--- config.mk ---
export PLATFORM = sky130hd
export DESIGN_NAME = canonical_huffman_decoder
export DESIGN_NICKNAME = d
export VERILOG_FILES = /design/src/design/chd_pkg.sv /design/src/design/chd_len_table.sv /design/src/design/chd_code_walker.sv /design/src/design/chd_sym_store.sv /design/src/design/canonical_huffman_decoder.sv
export SDC_FILE = /design/constraint.sdc
export NUM_CORES = 2
export LEC_CHECK = 0
export BUFFER_PORTS_ARGS = -buffer_cell sky130_fd_sc_hd__buf_4
export CORE_MARGIN = 2
export CORE_UTILIZATION = 57
export DETAILED_ROUTE_END_ITERATION = 12
export HOLD_SLACK_MARGIN = 0.03
export PLACE_DENSITY = 0.8
export SLEW_MARGIN = 20
export SYNTH_ARGS = -nofsm -noshare
export SYNTH_HDL_FRONTEND = slang
export SYNTH_MEMORY_MAX_BITS = 65536
export SYNTH_SLANG_ARGS = --single-unit
--- constraint.sdc ---
create_clock -name clk -period 17.6 [get_ports clk]
set_input_delay 1.76 -clock clk [delete_from_list [all_inputs] [get_ports clk]]
set_output_delay 1.76 -clock clk [all_outputs]
set_load 0.02 [all_outputs]
--- src/design/chd_pkg.sv ---
// Shared types and constants for the canonical Huffman decoder.
// Depends on nothing; every other design file but chd_checker imports it.
package chd_pkg;

    // Width of the per-length code count field (fixed by the header format).
    localparam int unsigned COUNT_W = 10;

    // Request command codes.
    typedef enum logic [1:0] {
        CMD_RESTART  = 2'd0,
        CMD_LOAD_SYM = 2'd1,
        CMD_LOAD_LEN = 2'd2,
        CMD_CODE_BIT = 2'd3
    } cmd_e;

    // Result status codes.
    localparam logic STATUS_OK  = 1'b0;
    localparam logic STATUS_ERR = 1'b1;

    // One-hot strobes derived from the request being executed.
    typedef struct packed {
        logic restart;
        logic load_sym;
        logic load_len;
        logic code_bit;
    } cmd_ctrl_t;

    // Outcome of one code bit.
    typedef struct packed {
        logic found;
        logic too_long;
    } walk_res_t;

endpackage

--- src/design/chd_len_table.sv ---
// Register file of code counts per code length, with its load pointer.
// Depends on chd_pkg.
module chd_len_table
    import chd_pkg::*;
#(
    parameter int unsigned MAX_CODE_LEN = 32
)
(
    input  logic                            clk,
    input  logic                            rst_n,
    input  cmd_ctrl_t                       ctrl,
    input  logic [COUNT_W-1:0]              count_value,
    input  logic [$clog2(MAX_CODE_LEN)-1:0] rd_len,
    output logic [COUNT_W-1:0]              rd_count
);

    localparam int unsigned PL_W = $clog2(MAX_CODE_LEN);
    localparam int unsigned LP_W = $clog2(MAX_CODE_LEN + 1);

    logic [LP_W-1:0]    len_ptr_reg;
    logic [LP_W-1:0]    len_ptr_next;
    logic [COUNT_W-1:0] counts_reg [MAX_CODE_LEN];
    logic               room;

    assign room = (len_ptr_reg < LP_W'(MAX_CODE_LEN));

    always_comb
    begin
        len_ptr_next = len_ptr_reg;
        if (ctrl.restart)
        begin
            len_ptr_next = '0;
        end
        else if (ctrl.load_len && room)
        begin
            len_ptr_next = len_ptr_reg + LP_W'(1);
        end
    end

    always_ff @(posedge clk or negedge rst_n)
    begin
        if (!rst_n)
        begin
            len_ptr_reg <= '0;
        end
        else
        begin
            len_ptr_reg <= len_ptr_next;
        end
    end

    // Entries at or above the load pointer read as zero, so a restart
    // needs no clearing of the entries themselves.
    always_ff @(posedge clk)
    begin
        if (ctrl.load_len && room)
        begin
            counts_reg[len_ptr_reg[PL_W-1:0]] <= count_value;
        end
    end

    assign rd_count = (LP_W'(rd_len) < len_ptr_reg) ? counts_reg[rd_len] : '0;

endmodule

--- src/design/chd_code_walker.sv ---
// Bit-by-bit canonical code walker: partial code, first code and base index.
// Depends on chd_pkg.
module chd_code_walker
    import chd_pkg::*;
#(
    parameter int unsigned MAX_CODE_LEN = 32
)
(
    input  logic                                      clk,
    input  logic                                      rst_n,
    input  cmd_ctrl_t                                 ctrl,
    input  logic                                      code_bit,
    input  logic [COUNT_W-1:0]                        count,
    output logic [$clog2(MAX_CODE_LEN)-1:0]           cur_len,
    output logic [$clog2(MAX_CODE_LEN)+COUNT_W-1:0]   idx,
    output walk_res_t                                 res
);

    localparam int unsigned PL_W   = $clog2(MAX_CODE_LEN);
    localparam int unsigned BASE_W = PL_W + COUNT_W;
    // The first code stays below 2^(MAX_CODE_LEN+COUNT_W+1); it is kept
    // modulo 2^64 when that bound exceeds 64 bits.
    localparam int unsigned FC_W   = (MAX_CODE_LEN + COUNT_W + 1 > 64) ?
                                     64 : MAX_CODE_LEN + COUNT_W + 1;

    logic [MAX_CODE_LEN-2:0] partial_code_reg;
    logic [MAX_CODE_LEN-2:0] partial_code_next;
    logic [PL_W-1:0]         plen_reg;
    logic [PL_W-1:0]         plen_next;
    logic [FC_W-1:0]         first_code_reg;
    logic [FC_W-1:0]         first_code_next;
    logic [BASE_W-1:0]       base_reg;
    logic [BASE_W-1:0]       base_next;

    logic [MAX_CODE_LEN-1:0] code;
    logic [FC_W-1:0]         code_ext;
    logic [FC_W-1:0]         diff;
    logic [FC_W-1:0]         first_sum;

    assign code      = {partial_code_reg, code_bit};
    assign code_ext  = FC_W'(code);
    assign diff      = code_ext - first_code_reg;
    assign first_sum = first_code_reg + FC_W'(count);

    assign res.found    = (code_ext >= first_code_reg) && (diff < FC_W'(count));
    assign res.too_long = !res.found && (plen_reg == PL_W'(MAX_CODE_LEN - 1));
    assign idx          = base_reg + BASE_W'(diff[COUNT_W-1:0]);
    assign cur_len      = plen_reg;

    always_comb
    begin
        partial_code_next = partial_code_reg;
        plen_next         = plen_reg;
        first_code_next   = first_code_reg;
        base_next         = base_reg;
        if (ctrl.restart || (ctrl.code_bit && (res.found || res.too_long)))
        begin
            partial_code_next = '0;
            plen_next         = '0;
            first_code_next   = '0;
            base_next         = '0;
        end
        else if (ctrl.code_bit)
        begin
            partial_code_next = code[MAX_CODE_LEN-2:0];
            plen_next         = plen_reg + PL_W'(1);
            first_code_next   = {first_sum[FC_W-2:0], 1'b0};
            base_next         = base_reg + BASE_W'(count);
        end
    end

    always_ff @(posedge clk or negedge rst_n)
    begin
        if (!rst_n)
        begin
            partial_code_reg <= '0;
            plen_reg         <= '0;
            first_code_reg   <= '0;
            base_reg         <= '0;
        end
        else
        begin
            partial_code_reg <= partial_code_next;
            plen_reg         <= plen_next;
            first_code_reg   <= first_code_next;
            base_reg         <= base_next;
        end
    end

endmodule

--- src/design/chd_sym_store.sv ---
// Symbol list memory in code order, its load pointer and the registered read.
// Depends on chd_pkg.
module chd_sym_store
    import chd_pkg::*;
#(
    parameter int unsigned MAX_SYMBOLS = 512,
    parameter int unsigned SYMBOL_BITS = 9,
    parameter int unsigned IDX_W       = 15
)
(
    input  logic                   clk,
    input  logic                   rst_n,
    input  cmd_ctrl_t              ctrl,
    input  logic [SYMBOL_BITS-1:0] symbol_value,
    input  logic                   rd_en,
    input  logic [IDX_W-1:0]       rd_idx,
    output logic                   idx_in_range,
    output logic [SYMBOL_BITS-1:0] rd_data
);

    localparam int unsigned AW    = $clog2(MAX_SYMBOLS);
    localparam int unsigned SP_W  = $clog2(MAX_SYMBOLS + 1);
    localparam int unsigned CMP_W = (SP_W > IDX_W) ? SP_W : IDX_W;

    logic [SP_W-1:0]        sym_ptr_reg;
    logic [SP_W-1:0]        sym_ptr_next;
    logic [SYMBOL_BITS-1:0] mem [MAX_SYMBOLS];
    logic [SYMBOL_BITS-1:0] rd_data_reg;
    logic [CMP_W-1:0]       idx_ext;
    logic                   room;
    logic                   wr_en;

    assign room    = (sym_ptr_reg < SP_W'(MAX_SYMBOLS));
    assign wr_en   = ctrl.load_sym && room;
    assign idx_ext = CMP_W'(rd_idx);

    // Being below the load pointer also keeps the index inside the memory.
    assign idx_in_range = (idx_ext < CMP_W'(sym_ptr_reg));

    always_comb
    begin
        sym_ptr_next = sym_ptr_reg;
        if (ctrl.restart)
        begin
            sym_ptr_next = '0;
        end
        else if (wr_en)
        begin
            sym_ptr_next = sym_ptr_reg + SP_W'(1);
        end
    end

    always_ff @(posedge clk or negedge rst_n)
    begin
        if (!rst_n)
        begin
            sym_ptr_reg <= '0;
        end
        else
        begin
            sym_ptr_reg <= sym_ptr_next;
        end
    end

    always_ff @(posedge clk)
    begin
        if (wr_en)
        begin
            mem[sym_ptr_reg[AW-1:0]] <= symbol_value;
        end
        if (rd_en)
        begin
            rd_data_reg <= mem[idx_ext[AW-1:0]];
        end
    end

    assign rd_data = rd_data_reg;

endmodule

--- src/design/canonical_huffman_decoder.sv ---
// Canonical Huffman decoder: top level with request register, result register
// and handshake control. Depends on chd_pkg, chd_len_table, chd_code_walker
// and chd_sym_store.
//
// The block takes one request per unstalled cycle and decodes one code bit per
// request. A restart request clears the code-count table, both load pointers
// and the partial code; the symbol list is then loaded in code order, one
// symbol per request, followed by the code counts for lengths 1, 2 and so on.
// Each code-bit request extends the partial code, and when the code is
// complete the symbol is looked up and returned with status 0. A code that
// reaches MAX_CODE_LEN bits without a match, or whose table index lies beyond
// the loaded symbols, gives status 1 with a zero symbol. Loads past the end
// of either list are ignored. While a request sits in the request register,
// the decode logic performs a single count lookup, one subtract-and-compare
// against the first code and one index add; the symbol memory read is
// registered and forms the result register. A request thus passes the
// request register and then the result register, and a new request can be
// accepted every cycle while no result waits for out_ready. While a result
// waits for out_ready the request register still takes one request. No
// clearing pass follows reset: symbol memory data is only used below its
// load pointer and the count table reads as zero above its own pointer.
module canonical_huffman_decoder
    import chd_pkg::*;
#(
    parameter int unsigned MAX_SYMBOLS  = 512,
    parameter int unsigned MAX_CODE_LEN = 32,
    parameter int unsigned SYMBOL_BITS  = 9
)
(
    input  logic                   clk,
    input  logic                   rst_n,
    input  logic                   in_valid,
    output logic                   in_ready,
    input  logic [1:0]             command,
    input  logic [SYMBOL_BITS-1:0] symbol_value,
    input  logic [COUNT_W-1:0]     count_value,
    input  logic                   code_bit,
    output logic                   out_valid,
    input  logic                   out_ready,
    output logic [SYMBOL_BITS-1:0] decoded_symbol,
    output logic                   status
);

    localparam int unsigned PL_W   = $clog2(MAX_CODE_LEN);
    localparam int unsigned BASE_W = PL_W + COUNT_W;

    // Request register.
    logic                   req_valid_reg;
    logic                   req_valid_next;
    cmd_e                   cmd_reg;
    logic [SYMBOL_BITS-1:0] sym_reg;
    logic [COUNT_W-1:0]     cnt_reg;
    logic                   bit_reg;

    // Result register (the symbol itself sits in the memory read register).
    logic                   res_valid_reg;
    logic                   res_valid_next;
    logic                   res_status_reg;
    logic                   res_status_next;

    logic                   in_fire;
    logic                   advance;
    logic                   exec;
    cmd_ctrl_t              ctrl;
    walk_res_t              walk;
    logic [COUNT_W-1:0]     cur_count;
    logic [PL_W-1:0]        cur_len;
    logic [BASE_W-1:0]      idx;
    logic                   idx_in_range;
    logic                   lookup;
    logic [SYMBOL_BITS-1:0] rd_data;

    // The pipeline moves whenever the result register is empty or drained.
    assign advance  = !res_valid_reg || out_ready;
    assign exec     = req_valid_reg && advance;
    assign in_ready = advance || !req_valid_reg;
    assign in_fire  = in_valid && in_ready;

    always_comb
    begin
        ctrl = '0;
        if (exec)
        begin
            unique case (cmd_reg)
                CMD_RESTART:  ctrl.restart  = 1'b1;
                CMD_LOAD_SYM: ctrl.load_sym = 1'b1;
                CMD_LOAD_LEN: ctrl.load_len = 1'b1;
                CMD_CODE_BIT: ctrl.code_bit = 1'b1;
                default:      ctrl = '0;
            endcase
        end
    end

    // A matched code reads the symbol memory; its data lands with the result.
    assign lookup = ctrl.code_bit && walk.found;

    always_comb
    begin
        req_valid_next = req_valid_reg;
        if (in_fire)
        begin
            req_valid_next = 1'b1;
        end
        else if (exec)
        begin
            req_valid_next = 1'b0;
        end
    end

    always_comb
    begin
        res_valid_next  = res_valid_reg;
        res_status_next = res_status_reg;
        if (advance)
        begin
            res_valid_next  = ctrl.code_bit && (walk.found || walk.too_long);
            res_status_next = (walk.too_long || !idx_in_range) ? STATUS_ERR : STATUS_OK;
        end
    end

    always_ff @(posedge clk or negedge rst_n)
    begin
        if (!rst_n)
        begin
            req_valid_reg  <= 1'b0;
            res_valid_reg  <= 1'b0;
            res_status_reg <= STATUS_OK;
        end
        else
        begin
            req_valid_reg  <= req_valid_next;
            res_valid_reg  <= res_valid_next;
            res_status_reg <= res_status_next;
        end
    end

    always_ff @(posedge clk)
    begin
        if (in_fire)
        begin
            cmd_reg <= cmd_e'(command);
            sym_reg <= symbol_value;
            cnt_reg <= count_value;
            bit_reg <= code_bit;
        end
    end

    chd_len_table #(
        .MAX_CODE_LEN (MAX_CODE_LEN)
    ) u_len_table (
        .clk         (clk),
        .rst_n       (rst_n),
        .ctrl        (ctrl),
        .count_value (cnt_reg),
        .rd_len      (cur_len),
        .rd_count    (cur_count)
    );

    chd_code_walker #(
        .MAX_CODE_LEN (MAX_CODE_LEN)
    ) u_code_walker (
        .clk      (clk),
        .rst_n    (rst_n),
        .ctrl     (ctrl),
        .code_bit (bit_reg),
        .count    (cur_count),
        .cur_len  (cur_len),
        .idx      (idx),
        .res      (walk)
    );

    chd_sym_store #(
        .MAX_SYMBOLS (MAX_SYMBOLS),
        .SYMBOL_BITS (SYMBOL_BITS),
        .IDX_W       (BASE_W)
    ) u_sym_store (
        .clk          (clk),
        .rst_n        (rst_n),
        .ctrl         (ctrl),
        .symbol_value (sym_reg),
        .rd_en        (lookup),
        .rd_idx       (idx),
        .idx_in_range (idx_in_range),
        .rd_data      (rd_data)
    );

    assign out_valid      = res_valid_reg;
    assign status         = res_status_reg;
    assign decoded_symbol = (res_status_reg == STATUS_ERR) ? '0 : rd_data;

endmodule

==> out/qor.yml <==
drt:
  vias_per_cell: 7.007
  drt-pass1-iter-count: 12
  drt_iter0_drc: 15970
  drc: 1
  vias: 102400
  routed_wl_um: 501500
  drt-wirelength-per-cell_um: 34.33
  drtAntennaViolNets: 0
clock_tree:
  cts_tree: "yes"
  root_buffer: "clkbuf_16"
  cts_buffer_depth: 4
  cts_setup_buffers: 0
  clk_pin_slew_worst_paths_ps: 70
  cts_resized: 0
  ctsHoldBuffers: 0
  clock_latency_ps: 1040
  cts_made_buffers: 469
  cts.sinks: 5071
  cts-htree-levels: 5
global_routing:
  grtUsageMet2_pct: 43.89
  met3_usage_pct: 6.278
  grt_pass1_vias: 102100
  grt_start_max_net_pins: 239
  grt_pass1_wl_um: 718100
  overflow: 0
  grt_usage_pct: 27.65
  use_met1_pct: 37.34
  antenna_found_initial: 19
  top_usage_layer: "met2"
synthesis:
  synth_async_sr_flop_share_pct: 2.209
  yosys_most_used_dff: "edfxtp_1"
  synth_fp_nets: 9597
  syn_area_per_cell_sq_um: 21.14
  synth_seq_cells: 5071
  yosys_warnings: 0
  synth_top_area_share_pct: 74.36
  yosys-top-cells-count: "4959 x edfxtp_1, 1248 x mux4_2, 637 x nor2_1"
  synth_cells: 9475
  ys_seq_area_share_pct: 75.76
  synth_top_area_cell: "edfxtp_1"
  yosys-top-cells-area: "edfxtp_1 74%, mux4_2 14%, mux2_2 1.7%"
  netlist-cell-type-count: 72
  synth_edf_count: 4959
  synthesis.area_sq_um: 200300
  synth_most_common_cell: "edfxtp_1"
setup_path:
  critPathKind: "flop to flop"
  crit_start: "bit_reg"
  cp.arrival_ps: 8370
  ff2ff_setup_slack_ps: 9930
  worst-r2r-cell-count: 13
  critPathSlowestCell: "ha_4"
  worstPathRequired_ps: 18310
  crit_family: "buffers and inverters"
  start_kind: "flop"
  endpoint_kind: "flop"
  reg2reg_to: "u_sym_store.rd_data[5]"
  r2r_start: "bit_reg"
  cpPeakStageDelay_ps: 870
  cp_max_fo: 110
  path_cells: "ha_4, buf_12, buf_4, buf_4, buf_4, mux4_2, mux2_2, o22ai_1, a221oi_1, o22ai_1, a221oi_1, o22ai_1, a221oi_1"
  worst-path-buf-inv: 4
layout:
  n_fill_cell: 21230
  final_nets: 9705
  multi_input_area_sq_um: 46230
  syn2layout_area_growth_pct: 10.58
  layout.area.seq_sq_um: 151700
  final_core_util_pct: 63.38
  largest_register_ff_count: 4608
  drive_above_1_share_pct: 24.79
floorplan:
  die_width_um: 596.7
  num_rows: 217
  fp.coreArea_sq_um: 349400
  die_y_um: 596.7
  dieArea_sq_um: 356100
  start_util_pct: 57.31
  io_pins: 38
placed_design:
  dp_hpwl_um: 268300
  routabilityCongestion: 0.8817
  io_buffers: 37
timing:
  min_period_ps: 7666
  worst_pin_slew_ps: 1208
  fin_setup_tns_ps: 0
  slew_headroom_pct: 19.47
  finalSetupViolCount: 0
  finClkSkew_ps: 88.41
  fmax_mhz: 130.5
  grt_setup_unrepaired: "false"
  whs_ps: 535.3
  hold_viol: 0
  period_share_pct: 43.55
  final_max_slew_viol_count: 0
outcome:
  status: "finished with violations"
  failed_checks: "DRC"
hold_path:
  min_to: "u_code_walker.base_reg[5]"
  min_from: "u_code_walker.base_reg[5]"
  worstHoldPathCells: 2
  min_path_type: "flop to flop"
job:
  maxCapViolCount: 0
==> metal layers <==
metal | share of wire (%) | routed length (um)
met2 | 49 | 243200
met5 | 0.027 | 135
met4 | 4.9 | 24540
met3 | 12 | 59020
met1 | 35 | 174500
==> per-stage QoR <==
| stage | worst slack, ps | cell area, sq um | instances |
|---|---|---|---|
| detailed placement | 9836 | 205700 | 13690 |
| CTS | 9818 | 221000 | 14570 |
| global route | 9251 | 221400 | 14590 |
| finish | 9934 | 221500 | 14610 |
| global placement | 9880 | 205700 | 13690 |
| floorplan | 10010 | 200300 | 9475 |
==> cell type report <==
type,instances,share of cell area (%)
diodes,19,0.02147
clock buffers,572,5.503
clock inverters,306,1.406
inverters,116,0.1966
multi-input cells,3731,20.88
flip-flops and latches,5071,68.51
well taps,4599,2.598
repair buffers,194,0.8882
==> worst reg2reg max path: cells and delay by family, from the launching register on <==
| family | cells | cell delay, ps |
|---|---|---|
| flops | 1 | 450 |
| buf+inv | 4 | 3300 |
| mux | 2 | 930 |
| compound gates | 6 | 1830 |
| fa+ha+maj | 1 | 870 |
==> placed cells by master (no fill, tap or decap), types with 21 or more instances in the layout <==
cell / count
a211oi_1: 21
a21oi_1: 63
a221o_1: 89
a221oi_1: 100
buf_12: 22
buf_4: 151
bufinv_16: 51
clkbuf_1: 100
clkbuf_16: 472
clkinv_1: 105
clkinv_2: 95
clkinvlp_4: 27
dfrtp_1: 110
edfxtp_1: 4959
ha_1: 91
inv_1: 116
mux2_2: 300
mux2i_1: 295
mux4_2: 1248
nand2_1: 145
nand3_1: 40
nand4_1: 34
nor2_1: 625
nor3_1: 26
o21ai_0: 48
o22ai_1: 194
o32ai_1: 62
xnor2_1: 61
xor2_1: 31
==> worst max path at each step <==
stage / to / depth (start not counted)
6_report: u_sym_store.rd_data[5] / 13
3_3_place_gp: u_sym_store.rd_data[6] / 13
4_1_cts: u_sym_store.rd_data[5] / 13
5_1_grt: u_sym_store.rd_data[5] / 13
2_1_floorplan: u_sym_store.mem[0][0] / 0
3_5_place_dp: u_sym_store.rd_data[6] / 13
==> cell families (layout without fill, tap and decap cells) <==
group	Yosys count	count (layout)	share of synthesized area [%]
compound gates	689	689	2.573
xor+xnor	94	94	0.4111
fa+ha+maj	96	96	0.6148
buf+inv	673	1188	1.310
flops	5071	5071	75.76
mux	1843	1843	17.20
other cells	0	19	0
simple gates	1009	1009	2.137
Power is not shown: default switching activity piles up to over one toggle a cycle in this logic, so the estimate is an artifact.
